File: config.mk
export PLATFORM = sky130hd
export DESIGN_NAME = apdu_frame_reassembler
export DESIGN_NICKNAME = d
export VERILOG_FILES = /design/src/sv/afr_pkg.sv /design/src/sv/apdu_frame_reassembler.sv /design/src/sv/afr_front.sv /design/src/sv/afr_queue.sv /design/src/sv/afr_back.sv
export SDC_FILE = /design/constraint.sdc
export NUM_CORES = 1
export LEC_CHECK = 0
export CAP_MARGIN = 25
export CORE_ASPECT_RATIO = 0.9
export CORE_MARGIN = 1.5
export CORE_UTILIZATION = 45
export DETAILED_ROUTE_END_ITERATION = 16
export DONT_BUFFER_PORTS = 1
export GPL_TIMING_DRIVEN = 0
export PLACE_DENSITY = 0.66
export REMOVE_ABC_BUFFERS = 1
export SYNTH_ARGS = -nofsm -noshare
export SYNTH_HDL_FRONTEND = slang
export SYNTH_SLANG_ARGS = --single-unit
File: constraint.sdc
create_clock -name clk -period 10 [get_ports clk]
set_input_delay 0.5 -clock clk [delete_from_list [all_inputs] [get_ports clk]]
set_output_delay 0.5 -clock clk [all_outputs]
set_load 0.1 [all_outputs]
File: src/sv/afr_pkg.sv
// Shared types and constants of the APDU frame reassembler.
// Used by every module of the block; no dependencies.
package afr_pkg;

  localparam int MaxDataBytes = 1024;
  localparam int QueueDepth   = 4;

  localparam logic [2:0] StOk         = 3'd0;
  localparam logic [2:0] StHeaderOnly = 3'd1;
  localparam logic [2:0] StUnknownLe  = 3'd2;
  localparam logic [2:0] StMalformed  = 3'd3;
  localparam logic [2:0] StOverflow   = 3'd4;

  localparam logic KindData    = 1'b0;
  localparam logic KindSummary = 1'b1;

  localparam logic [3:0] SkipReset = 4'd3;

  // One queue entry: the data write and/or the summary caused by one byte.
  typedef struct packed {
    logic        has_data;
    logic [9:0]  data_index;
    logic [7:0]  data_value;
    logic        has_sum;
    logic [7:0]  class_byte;
    logic [7:0]  instruction_byte;
    logic [7:0]  param_one;
    logic [7:0]  param_two;
    logic [15:0] command_length;
    logic [16:0] response_length;
    logic [10:0] received_length;
    logic [2:0]  frame_status;
  } afr_entry_t;

  function automatic logic [2:0] raise_status(input logic [2:0] cur, input logic [2:0] code);
    return (code > cur) ? code : cur;
  endfunction

endpackage

File: src/sv/apdu_frame_reassembler.sv
// Top level of the APDU frame reassembler: configuration register, front end,
// result queue and back end. Depends on afr_pkg, afr_front, afr_queue, afr_back.
//
// Usage: frame bytes enter on in_valid/in_ready with frame_first, frame_last and
// leading_frame; a transfer takes place when valid and ready are both high.
// Results leave on out_valid/out_ready: result_kind 0 is a data write
// (data_index, data_value), 1 is a frame summary sent with the last byte of a frame.
// A byte gives zero, one or two results; a data write precedes the summary.
// Each result of a byte is registered in the queue and then in the back end's hold
// register before out_valid presents it.
// Throughput: one byte per cycle while the queue is not full; a byte with both a
// data write and a summary holds the single output register for both results in turn.
// A four-entry queue parts front and back, so input keeps flowing while a result
// waits; in_ready drops only once the queue is full under a stalled receiver.
// Register leading_skip_bytes sits at address 0 of the APB port, reset to 3.
// Synchronous reset clears all frame state and empties the queue; no results
// are pending afterward.
module apdu_frame_reassembler #(
  parameter int MAX_DATA_BYTES = afr_pkg::MaxDataBytes
) (
  input  logic        clk,
  input  logic        rst,
  input  logic        psel,
  input  logic        penable,
  input  logic        pwrite,
  input  logic [1:0]  paddr,
  input  logic [31:0] pwdata,
  output logic [31:0] prdata,
  output logic        pready,
  input  logic        in_valid,
  output logic        in_ready,
  input  logic [7:0]  frame_byte,
  input  logic        frame_first,
  input  logic        frame_last,
  input  logic        leading_frame,
  output logic        out_valid,
  input  logic        out_ready,
  output logic        result_kind,
  output logic [9:0]  data_index,
  output logic [7:0]  data_value,
  output logic [7:0]  class_byte,
  output logic [7:0]  instruction_byte,
  output logic [7:0]  param_one,
  output logic [7:0]  param_two,
  output logic [15:0] command_length,
  output logic [16:0] response_length,
  output logic [10:0] received_length,
  output logic [2:0]  frame_status,
  output logic        last_of_run
);

  logic [3:0]          leading_skip_bytes;
  logic                q_full;
  logic                q_nonempty;
  logic                q_pop;
  logic                push;
  afr_pkg::afr_entry_t push_entry;
  afr_pkg::afr_entry_t q_head;

  assign pready = 1'b1;
  // one register: every word address decodes to it
  assign prdata = (paddr == 2'd0) ? {28'b0, leading_skip_bytes} : {28'b0, leading_skip_bytes};

  always_ff @(posedge clk) begin
    if (rst) begin
      leading_skip_bytes <= afr_pkg::SkipReset;
    end else if (psel && penable && pwrite && pready) begin
      leading_skip_bytes <= pwdata[3:0];
    end
  end

  afr_front #(
    .MAX_DATA_BYTES(MAX_DATA_BYTES)
  ) u_front (
    .clk          (clk),
    .rst          (rst),
    .skip         (leading_skip_bytes),
    .in_valid     (in_valid),
    .in_ready     (in_ready),
    .frame_byte   (frame_byte),
    .frame_first  (frame_first),
    .frame_last   (frame_last),
    .leading_frame(leading_frame),
    .q_full       (q_full),
    .push         (push),
    .push_entry   (push_entry)
  );

  afr_queue u_queue (
    .clk       (clk),
    .rst       (rst),
    .push      (push),
    .push_entry(push_entry),
    .pop       (q_pop),
    .nonempty  (q_nonempty),
    .full      (q_full),
    .head      (q_head)
  );

  afr_back u_back (
    .clk             (clk),
    .rst             (rst),
    .q_nonempty      (q_nonempty),
    .q_head          (q_head),
    .q_pop           (q_pop),
    .out_valid       (out_valid),
    .out_ready       (out_ready),
    .result_kind     (result_kind),
    .data_index      (data_index),
    .data_value      (data_value),
    .class_byte      (class_byte),
    .instruction_byte(instruction_byte),
    .param_one       (param_one),
    .param_two       (param_two),
    .command_length  (command_length),
    .response_length (response_length),
    .received_length (received_length),
    .frame_status    (frame_status),
    .last_of_run     (last_of_run)
  );

endmodule

File: src/sv/afr_front.sv
// Front end: accepts frame bytes, tracks frame and APDU state, classifies each byte.
// Pushes one queue entry per byte that causes a result. Depends on afr_pkg.
module afr_front #(
  parameter int MAX_DATA_BYTES = afr_pkg::MaxDataBytes
) (
  input  logic               clk,
  input  logic               rst,
  input  logic [3:0]         skip,
  input  logic               in_valid,
  output logic               in_ready,
  input  logic [7:0]         frame_byte,
  input  logic               frame_first,
  input  logic               frame_last,
  input  logic               leading_frame,
  input  logic               q_full,
  output logic               push,
  output afr_pkg::afr_entry_t push_entry
);

  localparam int CW   = $clog2(MAX_DATA_BYTES + 1);
  localparam int CmpW = (CW > 16) ? CW : 16;

  logic [7:0]    position;
  logic          is_leading;
  logic [31:0]   header;
  logic [15:0]   length_field;
  logic          extended;
  logic [15:0]   lc;
  logic [16:0]   le;
  logic [CW-1:0] stored;
  logic [7:0]    excess;
  logic [15:0]   tail;
  logic [2:0]    status;

  logic [7:0]    pos_c;
  logic          lead_c;
  logic [31:0]   hdr_c;
  logic [15:0]   lf_c;
  logic          ext_c;
  logic [15:0]   lc_c;
  logic [16:0]   le_c;
  logic [CW-1:0] cnt_c;
  logic [7:0]    exc_c;
  logic [15:0]   tail_c;
  logic [2:0]    st_c;

  logic [7:0]    position_next;
  logic [31:0]   header_next;
  logic [15:0]   length_field_next;
  logic          extended_next;
  logic [15:0]   lc_next;
  logic [16:0]   le_next;
  logic [CW-1:0] stored_next;
  logic [7:0]    excess_next;
  logic [15:0]   tail_next;
  logic [2:0]    status_next;

  logic [7:0]    s8;
  logic [1:0]    hidx;
  logic          do_store;
  logic          wr;
  logic          accept;

  assign in_ready = !q_full;
  assign accept   = in_valid && in_ready;
  assign s8       = {4'b0, skip};
  assign hidx     = 2'(pos_c - s8);

  always_comb begin
    pos_c  = position;
    lead_c = is_leading;
    hdr_c  = header;
    lf_c   = length_field;
    ext_c  = extended;
    lc_c   = lc;
    le_c   = le;
    cnt_c  = stored;
    exc_c  = excess;
    tail_c = tail;
    st_c   = status;
    if (frame_first) begin
      pos_c  = '0;
      lead_c = leading_frame;
      exc_c  = '0;
      tail_c = '0;
      st_c   = afr_pkg::StOk;
      if (leading_frame) begin
        hdr_c = '0;
        lf_c  = '0;
        ext_c = 1'b0;
        lc_c  = '0;
        le_c  = '0;
        cnt_c = '0;
      end
    end

    header_next       = hdr_c;
    length_field_next = lf_c;
    extended_next     = ext_c;
    lc_next           = lc_c;
    le_next           = le_c;
    stored_next       = cnt_c;
    excess_next       = exc_c;
    tail_next         = tail_c;
    status_next       = st_c;
    do_store          = 1'b0;
    wr                = 1'b0;

    if (lead_c) begin
      if (pos_c < s8) begin
        if (frame_last) status_next = afr_pkg::raise_status(status_next, afr_pkg::StMalformed);
      end else if (pos_c < s8 + 8'd4) begin
        case (hidx)
          2'd0:    header_next[31:24] = frame_byte;
          2'd1:    header_next[23:16] = frame_byte;
          2'd2:    header_next[15:8]  = frame_byte;
          default: header_next[7:0]   = frame_byte;
        endcase
        if (frame_last) begin
          status_next = afr_pkg::raise_status(status_next,
            (hidx == 2'd3) ? afr_pkg::StHeaderOnly : afr_pkg::StMalformed);
        end
      end else if (pos_c == s8 + 8'd4) begin
        if (frame_byte != 8'h00) begin
          if (frame_last) begin
            le_next = {9'b0, frame_byte};
            lc_next = '0;
          end else begin
            lc_next = {8'b0, frame_byte};
          end
        end else if (frame_last) begin
          // lone zero length byte: short Le of 256
          le_next = 17'd256;
          lc_next = '0;
        end else begin
          extended_next = 1'b1;
        end
      end else if (ext_c && pos_c == s8 + 8'd5) begin
        length_field_next = {frame_byte, 8'h00};
        if (frame_last) status_next = afr_pkg::raise_status(status_next, afr_pkg::StMalformed);
      end else if (ext_c && pos_c == s8 + 8'd6) begin
        length_field_next = {lf_c[15:8], frame_byte};
        if (frame_last) begin
          lc_next = '0;
          le_next = (length_field_next != 16'h0) ? {1'b0, length_field_next} : 17'h10000;
        end else begin
          lc_next = length_field_next;
        end
      end else begin
        do_store = 1'b1;
      end
    end else if (pos_c != 8'd0) begin
      if (CmpW'(cnt_c) < CmpW'(lc_c)) begin
        do_store = 1'b1;
      end else begin
        if (exc_c != 8'hFF) excess_next = exc_c + 8'd1;
        tail_next = {tail_c[7:0], frame_byte};
      end
    end

    if (do_store) begin
      if (cnt_c < CW'(MAX_DATA_BYTES)) begin
        wr          = 1'b1;
        stored_next = cnt_c + CW'(1);
      end else begin
        status_next = afr_pkg::raise_status(status_next, afr_pkg::StOverflow);
      end
    end

    // excess bytes of a continuation frame carry Le
    if (frame_last && !lead_c) begin
      if (excess_next == 8'd1) begin
        le_next = (tail_next[7:0] != 8'h00) ? {9'b0, tail_next[7:0]} : 17'd256;
      end else if (excess_next == 8'd2) begin
        le_next = (tail_next != 16'h0) ? {1'b0, tail_next} : 17'h10000;
      end else if (excess_next > 8'd2) begin
        status_next = afr_pkg::raise_status(status_next, afr_pkg::StUnknownLe);
      end
    end

    position_next = (pos_c != 8'hFF) ? pos_c + 8'd1 : pos_c;
  end

  always_comb begin
    push                        = accept && (wr || frame_last);
    push_entry.has_data         = wr;
    push_entry.data_index       = 10'(cnt_c);
    push_entry.data_value       = frame_byte;
    push_entry.has_sum          = frame_last;
    push_entry.class_byte       = header_next[31:24];
    push_entry.instruction_byte = header_next[23:16];
    push_entry.param_one        = header_next[15:8];
    push_entry.param_two        = header_next[7:0];
    push_entry.command_length   = lc_next;
    push_entry.response_length  = le_next;
    push_entry.received_length  = 11'(stored_next);
    push_entry.frame_status     = status_next;
  end

  always_ff @(posedge clk) begin
    if (rst) begin
      position     <= '0;
      is_leading   <= 1'b0;
      header       <= '0;
      length_field <= '0;
      extended     <= 1'b0;
      lc           <= '0;
      le           <= '0;
      stored       <= '0;
      excess       <= '0;
      tail         <= '0;
      status       <= afr_pkg::StOk;
    end else if (accept) begin
      position     <= position_next;
      is_leading   <= lead_c;
      header       <= header_next;
      length_field <= length_field_next;
      extended     <= extended_next;
      lc           <= lc_next;
      le           <= le_next;
      stored       <= stored_next;
      excess       <= excess_next;
      tail         <= tail_next;
      status       <= status_next;
    end
  end

endmodule

File: src/sv/afr_queue.sv
// Short FIFO of result entries between front and back end.
// Depends on afr_pkg for the entry type and depth.
module afr_queue (
  input  logic                clk,
  input  logic                rst,
  input  logic                push,
  input  afr_pkg::afr_entry_t push_entry,
  input  logic                pop,
  output logic                nonempty,
  output logic                full,
  output afr_pkg::afr_entry_t head
);

  localparam int Depth = afr_pkg::QueueDepth;
  localparam int IW    = $clog2(Depth);

  afr_pkg::afr_entry_t entries [Depth];
  logic [IW-1:0]       wr_ptr;
  logic [IW-1:0]       rd_ptr;
  logic [IW:0]         count;
  logic                do_push;
  logic                do_pop;

  assign nonempty = (count != '0);
  assign full     = (count == (IW+1)'(Depth));
  assign head     = entries[rd_ptr];
  assign do_push  = push && !full;
  assign do_pop   = pop && nonempty;

  always_ff @(posedge clk) begin
    if (do_push) entries[wr_ptr] <= push_entry;
  end

  always_ff @(posedge clk) begin
    if (rst) begin
      wr_ptr <= '0;
      rd_ptr <= '0;
      count  <= '0;
    end else begin
      if (do_push) wr_ptr <= (wr_ptr == IW'(Depth - 1)) ? '0 : wr_ptr + IW'(1);
      if (do_pop)  rd_ptr <= (rd_ptr == IW'(Depth - 1)) ? '0 : rd_ptr + IW'(1);
      case ({do_push, do_pop})
        2'b10:   count <= count + (IW+1)'(1);
        2'b01:   count <= count - (IW+1)'(1);
        default: count <= count;
      endcase
    end
  end

endmodule

File: src/sv/afr_back.sv
// Back end: takes queue entries and delivers their results one transfer per
// cycle while out_ready is high, data write before summary. Depends on afr_pkg.
module afr_back (
  input  logic                clk,
  input  logic                rst,
  input  logic                q_nonempty,
  input  afr_pkg::afr_entry_t q_head,
  output logic                q_pop,
  output logic                out_valid,
  input  logic                out_ready,
  output logic                result_kind,
  output logic [9:0]          data_index,
  output logic [7:0]          data_value,
  output logic [7:0]          class_byte,
  output logic [7:0]          instruction_byte,
  output logic [7:0]          param_one,
  output logic [7:0]          param_two,
  output logic [15:0]         command_length,
  output logic [16:0]         response_length,
  output logic [10:0]         received_length,
  output logic [2:0]          frame_status,
  output logic                last_of_run
);

  afr_pkg::afr_entry_t hold;
  logic                busy;
  logic                phase;
  logic                is_sum;
  logic                fin;

  assign is_sum    = (phase == afr_pkg::KindSummary);
  assign out_valid = busy;
  assign last_of_run = is_sum || !hold.has_sum;
  // entry done once its final result transfers
  assign fin       = busy && out_ready && last_of_run;
  assign q_pop     = q_nonempty && (!busy || fin);

  assign result_kind      = phase;
  assign data_index       = is_sum ? 10'd0 : hold.data_index;
  assign data_value       = is_sum ? 8'd0 : hold.data_value;
  assign class_byte       = is_sum ? hold.class_byte : 8'd0;
  assign instruction_byte = is_sum ? hold.instruction_byte : 8'd0;
  assign param_one        = is_sum ? hold.param_one : 8'd0;
  assign param_two        = is_sum ? hold.param_two : 8'd0;
  assign command_length   = is_sum ? hold.command_length : 16'd0;
  assign response_length  = is_sum ? hold.response_length : 17'd0;
  assign received_length  = is_sum ? hold.received_length : 11'd0;
  assign frame_status     = is_sum ? hold.frame_status : afr_pkg::StOk;

  always_ff @(posedge clk) begin
    if (q_pop) hold <= q_head;
  end

  always_ff @(posedge clk) begin
    if (rst) begin
      busy  <= 1'b0;
      phase <= afr_pkg::KindData;
    end else if (q_pop) begin
      busy  <= 1'b1;
      phase <= q_head.has_data ? afr_pkg::KindData : afr_pkg::KindSummary;
    end else if (fin) begin
      busy  <= 1'b0;
    end else if (busy && out_ready) begin
      phase <= afr_pkg::KindSummary;
    end
  end

endmodule

# After elaboration in Yosys (flattened, before gate mapping)
# Memory sizes are Yosys's and may differ from the RTL's. A register that Yosys moved wholly into a read port is not among the register bits.
# Cells that the tools add are included.
# word_totals
output_inout_bits	134
wordCells	219
ramBits	396
mem_count	1
regBits	240
# mem_list
memory	depth	word_bits	rd	rd_ports_with_merged_regs	write_ports	line_no	source
u_queue.entries	4	99	1	1	1	afr_queue.sv:17	afr_pkg::afr_entry_t entries [Depth];
# classes
muxes	123
add_sub_neg	11
n_eq_ne	16
reduce_logical	31
n_lt_le_gt_ge	9
# ops
op	count
2-to-1 mux 16 bit	23
2-to-1 mux 17 bit	18
2-to-1 mux 32 bit	5
2-to-1 mux 8 bit	18
2-to-1 mux 3 bit	19
2-to-1 mux 11 bit	5
nonzero test 16 bit	2
2-to-1 mux 1 bit	27
== test 8 x 5 -> 1 bit	3
nonzero test 8 bit	3
adder 8 x 1 -> 8 bit (second input constant)	2
less-than comparator 11 x 16 -> 1 bit	1
inequality test 8 bit (second input constant)	2
adder 4 x 3 -> 5 bit (second input constant)	3
logical AND 1 bit	12
adder 11 x 1 -> 11 bit (second input constant)	1
less-than comparator 11 bit (second input constant)	1
== test 2 bit (second input constant)	5
2-to-1 mux 10 bit	1
2-to-1 mux 2 bit	5
2-to-1 mux 9 bit	1
== test 8 x 1 -> 1 bit (second input constant)	1
== test 8 x 2 -> 1 bit (second input constant)	1
> comparator 8 x 2 -> 1 bit (second input constant)	1
20 further kinds	30

# Depth between registers and ports, before layout
# logic_depth
depth_word	20
mapped_depth	24
mapped_depth_nobuf	18

# Modules after synthesis
# Synthesis repeated with hierarchy kept, for this count alone.
# hier_totals
hier_cells	1968
area_unflattened_um2	26962.1
# modules_own_cells
module	area_per_inst_um2	n_inst	cells_each
afr_queue	14744.1	1	571
afr_front	8057.7	1	1129
afr_back	3757.4	1	219
apdu_frame_reassembler	402.9	1	49

# Worst setup path after synthesis
# No wires, ideal clock.
# synth_path
path_type	reg2reg
from	reg u_back.phase (netlist: u_back.result_kind)
to	reg u_queue.count[2]
path_slack_ns	0.889
required_ns	9.930
path_stages_with_launch	11
arrival_ns	9.040
n_path_buf	1
setup_ns	0.070
synth_period_minus_slack_ns	9.111
cell_sequence	dfxtp_1 > clkbuf_1 > nand2b_1 > nand2_1 > a21oi_1 > ha_1 > inv_1 > fa_1 > xor2_1 > or3_1 > a21oi_1
# synth_via
elab_chain_len	7
word_cells_on_any_way	9
# synth_rtl
item	line_no	source
start, declared	afr_back.sv:27	logic phase;
start signal, assigned	afr_back.sv:57	phase <= afr_pkg::KindData;
start signal, assigned	afr_back.sv:60	phase <= q_head.has_data ? afr_pkg::KindData : afr_pkg::KindSummary;
start signal, assigned	afr_back.sv:64	phase <= afr_pkg::KindSummary;
logical OR 1 bit (*)	afr_back.sv:33	assign last_of_run = is_sum || !hold.has_sum;
via last_of_run	apdu_frame_reassembler.sv:49	output logic last_of_run
logical AND 1 bit (*)	afr_back.sv:35	assign fin = busy && out_ready && last_of_run;
logical OR 1 bit (*)	afr_back.sv:36	assign q_pop = q_nonempty && (!busy || fin);
logical AND 1 bit (*)	afr_back.sv:36	
via q_pop	apdu_frame_reassembler.sv:55	logic q_pop;
logical AND 1 bit (*)	afr_queue.sv:28	assign do_pop = pop && nonempty;
== test 2 x 1 -> 1 bit / == test 2 bit (equally long branches)	afr_queue.sv:42	case ({do_push, do_pop})
one-hot mux 3 bit (2 select lines) / nonzero test 2 bit (equally long branches)	n/a	
end signal, assigned	afr_queue.sv:43	2'b10: count <= count + (IW+1)'(1);
end signal, assigned	afr_queue.sv:44	2'b01: count <= count - (IW+1)'(1);
end signal, assigned	afr_queue.sv:45	default: count <= count;
end, declared	afr_queue.sv:20	logic [IW:0] count;
# The timed path passes the listed nets; every way through them passes the cells marked *.
# A chain may end at the register's enable or synchronous reset.

# Worst setup path after layout
# layout_path
from	reg leading_skip_bytes[2]
to	mem u_queue.entries[2][76] in the netlist's numbering, enable pin
# layout_via
elab_chain_len	15
word_cells_on_any_way	22
# layout_rtl
item	line_no	source
start, declared	apdu_frame_reassembler.sv:52	logic [3:0] leading_skip_bytes;
start signal, assigned	apdu_frame_reassembler.sv:66	leading_skip_bytes <= afr_pkg::SkipReset;
start signal, assigned	apdu_frame_reassembler.sv:68	leading_skip_bytes <= pwdata[3:0];
adder 4 x 3 -> 5 bit	afr_front.sv:141	end else if (ext_c && pos_c == s8 + 8'd6) begin
== test 8 x 5 -> 1 bit	afr_front.sv:141	
logical AND 1 bit	afr_front.sv:141	
2-to-1 mux 1 bit	afr_front.sv:141	
2-to-1 mux 1 bit	afr_front.sv:138	end else if (ext_c && pos_c == s8 + 8'd5) begin
2-to-1 mux 1 bit	afr_front.sv:123	end else if (pos_c == s8 + 8'd4) begin
2-to-1 mux 1 bit	afr_front.sv:112	end else if (pos_c < s8 + 8'd4) begin
2-to-1 mux 1 bit (*)	afr_front.sv:110	if (pos_c < s8) begin
2-to-1 mux 1 bit (*)	afr_front.sv:109	if (lead_c) begin
2-to-1 mux 1 bit (*)	afr_front.sv:161	if (do_store) begin
logical OR 1 bit (*)	afr_front.sv:185	push = accept && (wr || frame_last);
logical AND 1 bit (*)	afr_front.sv:185	
logical AND 1 bit (*)	afr_queue.sv:27	assign do_push = push && !full;
2-to-1 mux 1 bit (*)	afr_queue.sv:31	if (do_push) entries[wr_ptr] <= push_entry;
2-to-1 mux 1 bit (implied by the code) (*)	afr_queue.sv:31	
end, declared	afr_queue.sv:17	
# Every way passes the cells marked *; elsewhere a longest branch is shown, timed or not.

==> out/qor.csv <==
metric;value;unit
syn_avg_cell_area;14.0;µm²
synth_edf_count;494;
slowest_delay;1.00;ns
yosysMostFrequentCell;edfxtp_1;
slew_headroom;0.246;
synth_top_area_share;0.554;
drv_slew;0;
die_y;234;µm
grt_use_total;0.199;
netSwitchingPower;2.97;mW
yosysSeqAreaShare;0.656;
setup_viol;0;
rsz0062_at_grt;no;
synth_commonest_cells;494 x edfxtp_1, 161 x nor2_1, 155 x nand2_1;
initialDrtViolationCount;1530;
synth_top_area_cell;edfxtp_1;
min_path_type;in2reg;
place_inst;2593;
p_clk_frac;0.304;
wl_met3;4.17;mm
crit_path_top_delay_cell;o41ai_2;
ant_nets;0;
fin_nets;1990;
wl_met1;25.6;mm
ys_warn_count;0;
synth_area_leaders;edfxtp_1 55%, dfxtp_1 10%, mux4_2 8.3%;
rows;84;
drc;0;
required;10.27;ns
wl_met2;28.6;mm
cp-end-kind;flip-flop;
seqPwrFrac;0.421;
via_count;15800;
combPwrFrac;0.275;
gp_congestion;0.899;
status;complete, no violations;
dp_worst_setup_slack;4.63;ns
hold_viol_final;0;
max_cap_viol_count;0;
dieArea;60900;µm²
dr.max_layer_used;met4;
avgRoutedWirePerCell;21.9;µm
path_clk_slew;0.06;ns
fin_crit;5.44;ns
synth-seq-cells;630;
fin_worst_skew;0.0260;ns
internal_power;5.33;mW
synth_async_sr_flop_share;0;
htree_levels;3;
dpl.hpwl;37.4;mm
worst_pin_slew;1.12;ns
path_max_fanout;44;
grt_pass1_wl;92.4;mm
cts_made_buffers;66;
p_sw_frac;0.358;
rrSetupSlack;4.56;ns
critical_path_class;reg2reg;
stdcell_count;2731;
timing.final.crit_share;0.544;
grt_start_max_net_pins;115;
leakagePower;10.4;nW
ctsResizeCount;0;
cts.sinks;630;
drt-total-wl;59.8;mm
drt-pass1-iter-count;5;
setup_ws;4.56;ns
cts_root_buf;clkbuf_16;
area_growth;13.3;%
worstSetupStartpointType;flip-flop;
portBuffers;0;
powerDensity;274;nW/µm²
synthCells;1907;
critical_path_buf_inv_count;3;
core_area;58600;µm²
grt_pass1_vias;15600;
clkLatencyLatePin;0.60;ns
overflow;0;
arrival;5.71;ns
ios;186;
irDropWorstVdd;181;µV
crit_path_frequent_cell;ha_1;
layout-drive-gt1-share;0.153;
fmax;184;MHz
via_per_inst;5.80;
die-width;260;µm
synth_flop_cell;edfxtp_1;
path_cells;inv_1 > ha_1 > ha_1 > and4b_1 > o211ai_1 > o21ai_2 > o41ai_2 > and2_1 > o21a_1 > and2_4 > buf_12 > buf_16;
ys_types;89;
ctsLongestPathBuffers;3;
antenna_found_initial;1;
start_util;0.456;
cts_tree;yes;
final_util;0.517;
cpLargestDelayFamily;compound AO/OA/AOI/OAI gates;
netlist_area;26800;µm²
[registers in the layout, indices dropped and copies added, names as in the netlist, named ones only]
register              cells
leading_skip_bytes        4
u_back.hold              98
u_back.out_valid          1
u_back.result_kind        1
u_front.excess            8
u_front.extended          1
u_front.header           32
u_front.is_leading        1
u_front.lc               16
u_front.le               17
u_front.length_field      8
u_front.position          8
u_front.status            3
u_front.stored           11
u_front.tail             16
u_queue.count             3
u_queue.entries         396
u_queue.rd_ptr            2
u_queue.wr_ptr            2
[area by class of cell]
class / instances / area, µm²
clock inverters: 38 / 508
clock buffers: 83 / 1750
inverters: 31 / 116
repair buffers: 44 / 800
diodes: 1 / 2.50
well taps: 774 / 968
flip-flops and latches: 630 / 17600
fillers: 4733 / 28300
multi-input cells: 1130 / 8600
[routing by layer]
metal  vias up  global-route usage
met5         -                   0
met4         0              0.0609
met3        94              0.0361
met2       574               0.320
met1      7973               0.275
li1       7195                   -
[per-stage QoR]
step	TNS (ns)	hold slack, ns	area (µm²)	power (mW)
CTS	0	0.00333	30200	8.37
global placement	-519.87	0.437	27200	5.87
global route	0	0.00241	30300	8.60
floorplan	0	0.426	26200	5.45
finish	0	0.0413	30300	8.30
detailed placement	0	0.446	27900	5.83
[timing repair]
| action | 4_1_cts | 5_1_grt |
|---|---|---|
| hold endpoints to repair | 45 | 0 |
| hold buffers | 12 | 0 |
| buffers inserted | 0 | 0 |
[path summary, 6_finish.rpt]
path | startpoint | endpoint | depth (start not counted)
worst min register to register | u_front.tail[9]$_SDFFE_PP0P_ | u_front.tail[9]$_SDFFE_PP0P_ | 2
worst max-delay path | leading_skip_bytes[2]$_SDFFE_PP0P_ | u_queue.entries[2][76]$_DFFE_PP_ | 12
worst min-delay path | rst | u_front.excess[2]$_SDFFE_PP0P_ | 1
worst max register to register | leading_skip_bytes[2]$_SDFFE_PP0P_ | u_queue.entries[2][76]$_DFFE_PP_ | 12
[layout by cell type, fill, tap and decap left out, types with 9 or more instances in the layout]
master / netlist / final
o211ai_1: 13 / 13
buf_16: 0 / 15
nor3b_1: 17 / 17
a21o_1: 10 / 10
and2_1: 97 / 92
and3_1: 25 / 25
clkinv_2: 0 / 9
nor2b_1: 33 / 15
nand3b_1: 13 / 13
mux4_2: 99 / 99
clkbuf_16: 0 / 66
edfxtp_1: 494 / 494
o21ai_0: 30 / 30
a32oi_1: 11 / 11
a22oi_1: 31 / 31
dlygate4sd3_1: 0 / 12
dfxtp_1: 136 / 133
xnor2_1: 12 / 12
or2_2: 9 / 9
nor2b_2: 0 / 18
inv_1: 31 / 31
nand3_1: 59 / 59
bufinv_16: 0 / 9
a311oi_1: 31 / 31
a21oi_1: 66 / 64
a22o_1: 17 / 17
buf_12: 0 / 10
nor3_1: 14 / 14
a211oi_1: 15 / 15
clkbuf_1: 90 / 14
ha_1: 33 / 33
nand2b_1: 16 / 16
conb_1: 2 / 29
nor2_1: 161 / 161
nand2_1: 155 / 153
[power groups by stage]
stage | sequential (mW) | combinational, mW | clock [mW]
2_1_floorplan | 3.59 | 1.87 | 0
3_3_place_gp | 3.75 | 2.12 | 0
3_5_place_dp | 3.56 | 2.27 | 0
4_1_cts | 3.51 | 2.29 | 2.58
5_1_grt | 3.53 | 2.39 | 2.67
6_report | 3.50 | 2.28 | 2.53
[cell families (layout without fill, tap and decap cells)]
family          Yosys count  in the layout  synth area share
simple gates            645            645             0.123
flops                   630            630             0.656
compound gates          288            288            0.0787
buf+inv                 174            196            0.0291
mux                     111            111            0.0886
fa+ha+maj                35             35            0.0169
xor+xnor                 22             22           0.00776
other cells               2             30          0.000281
Power figures use the tool's default switching activity.
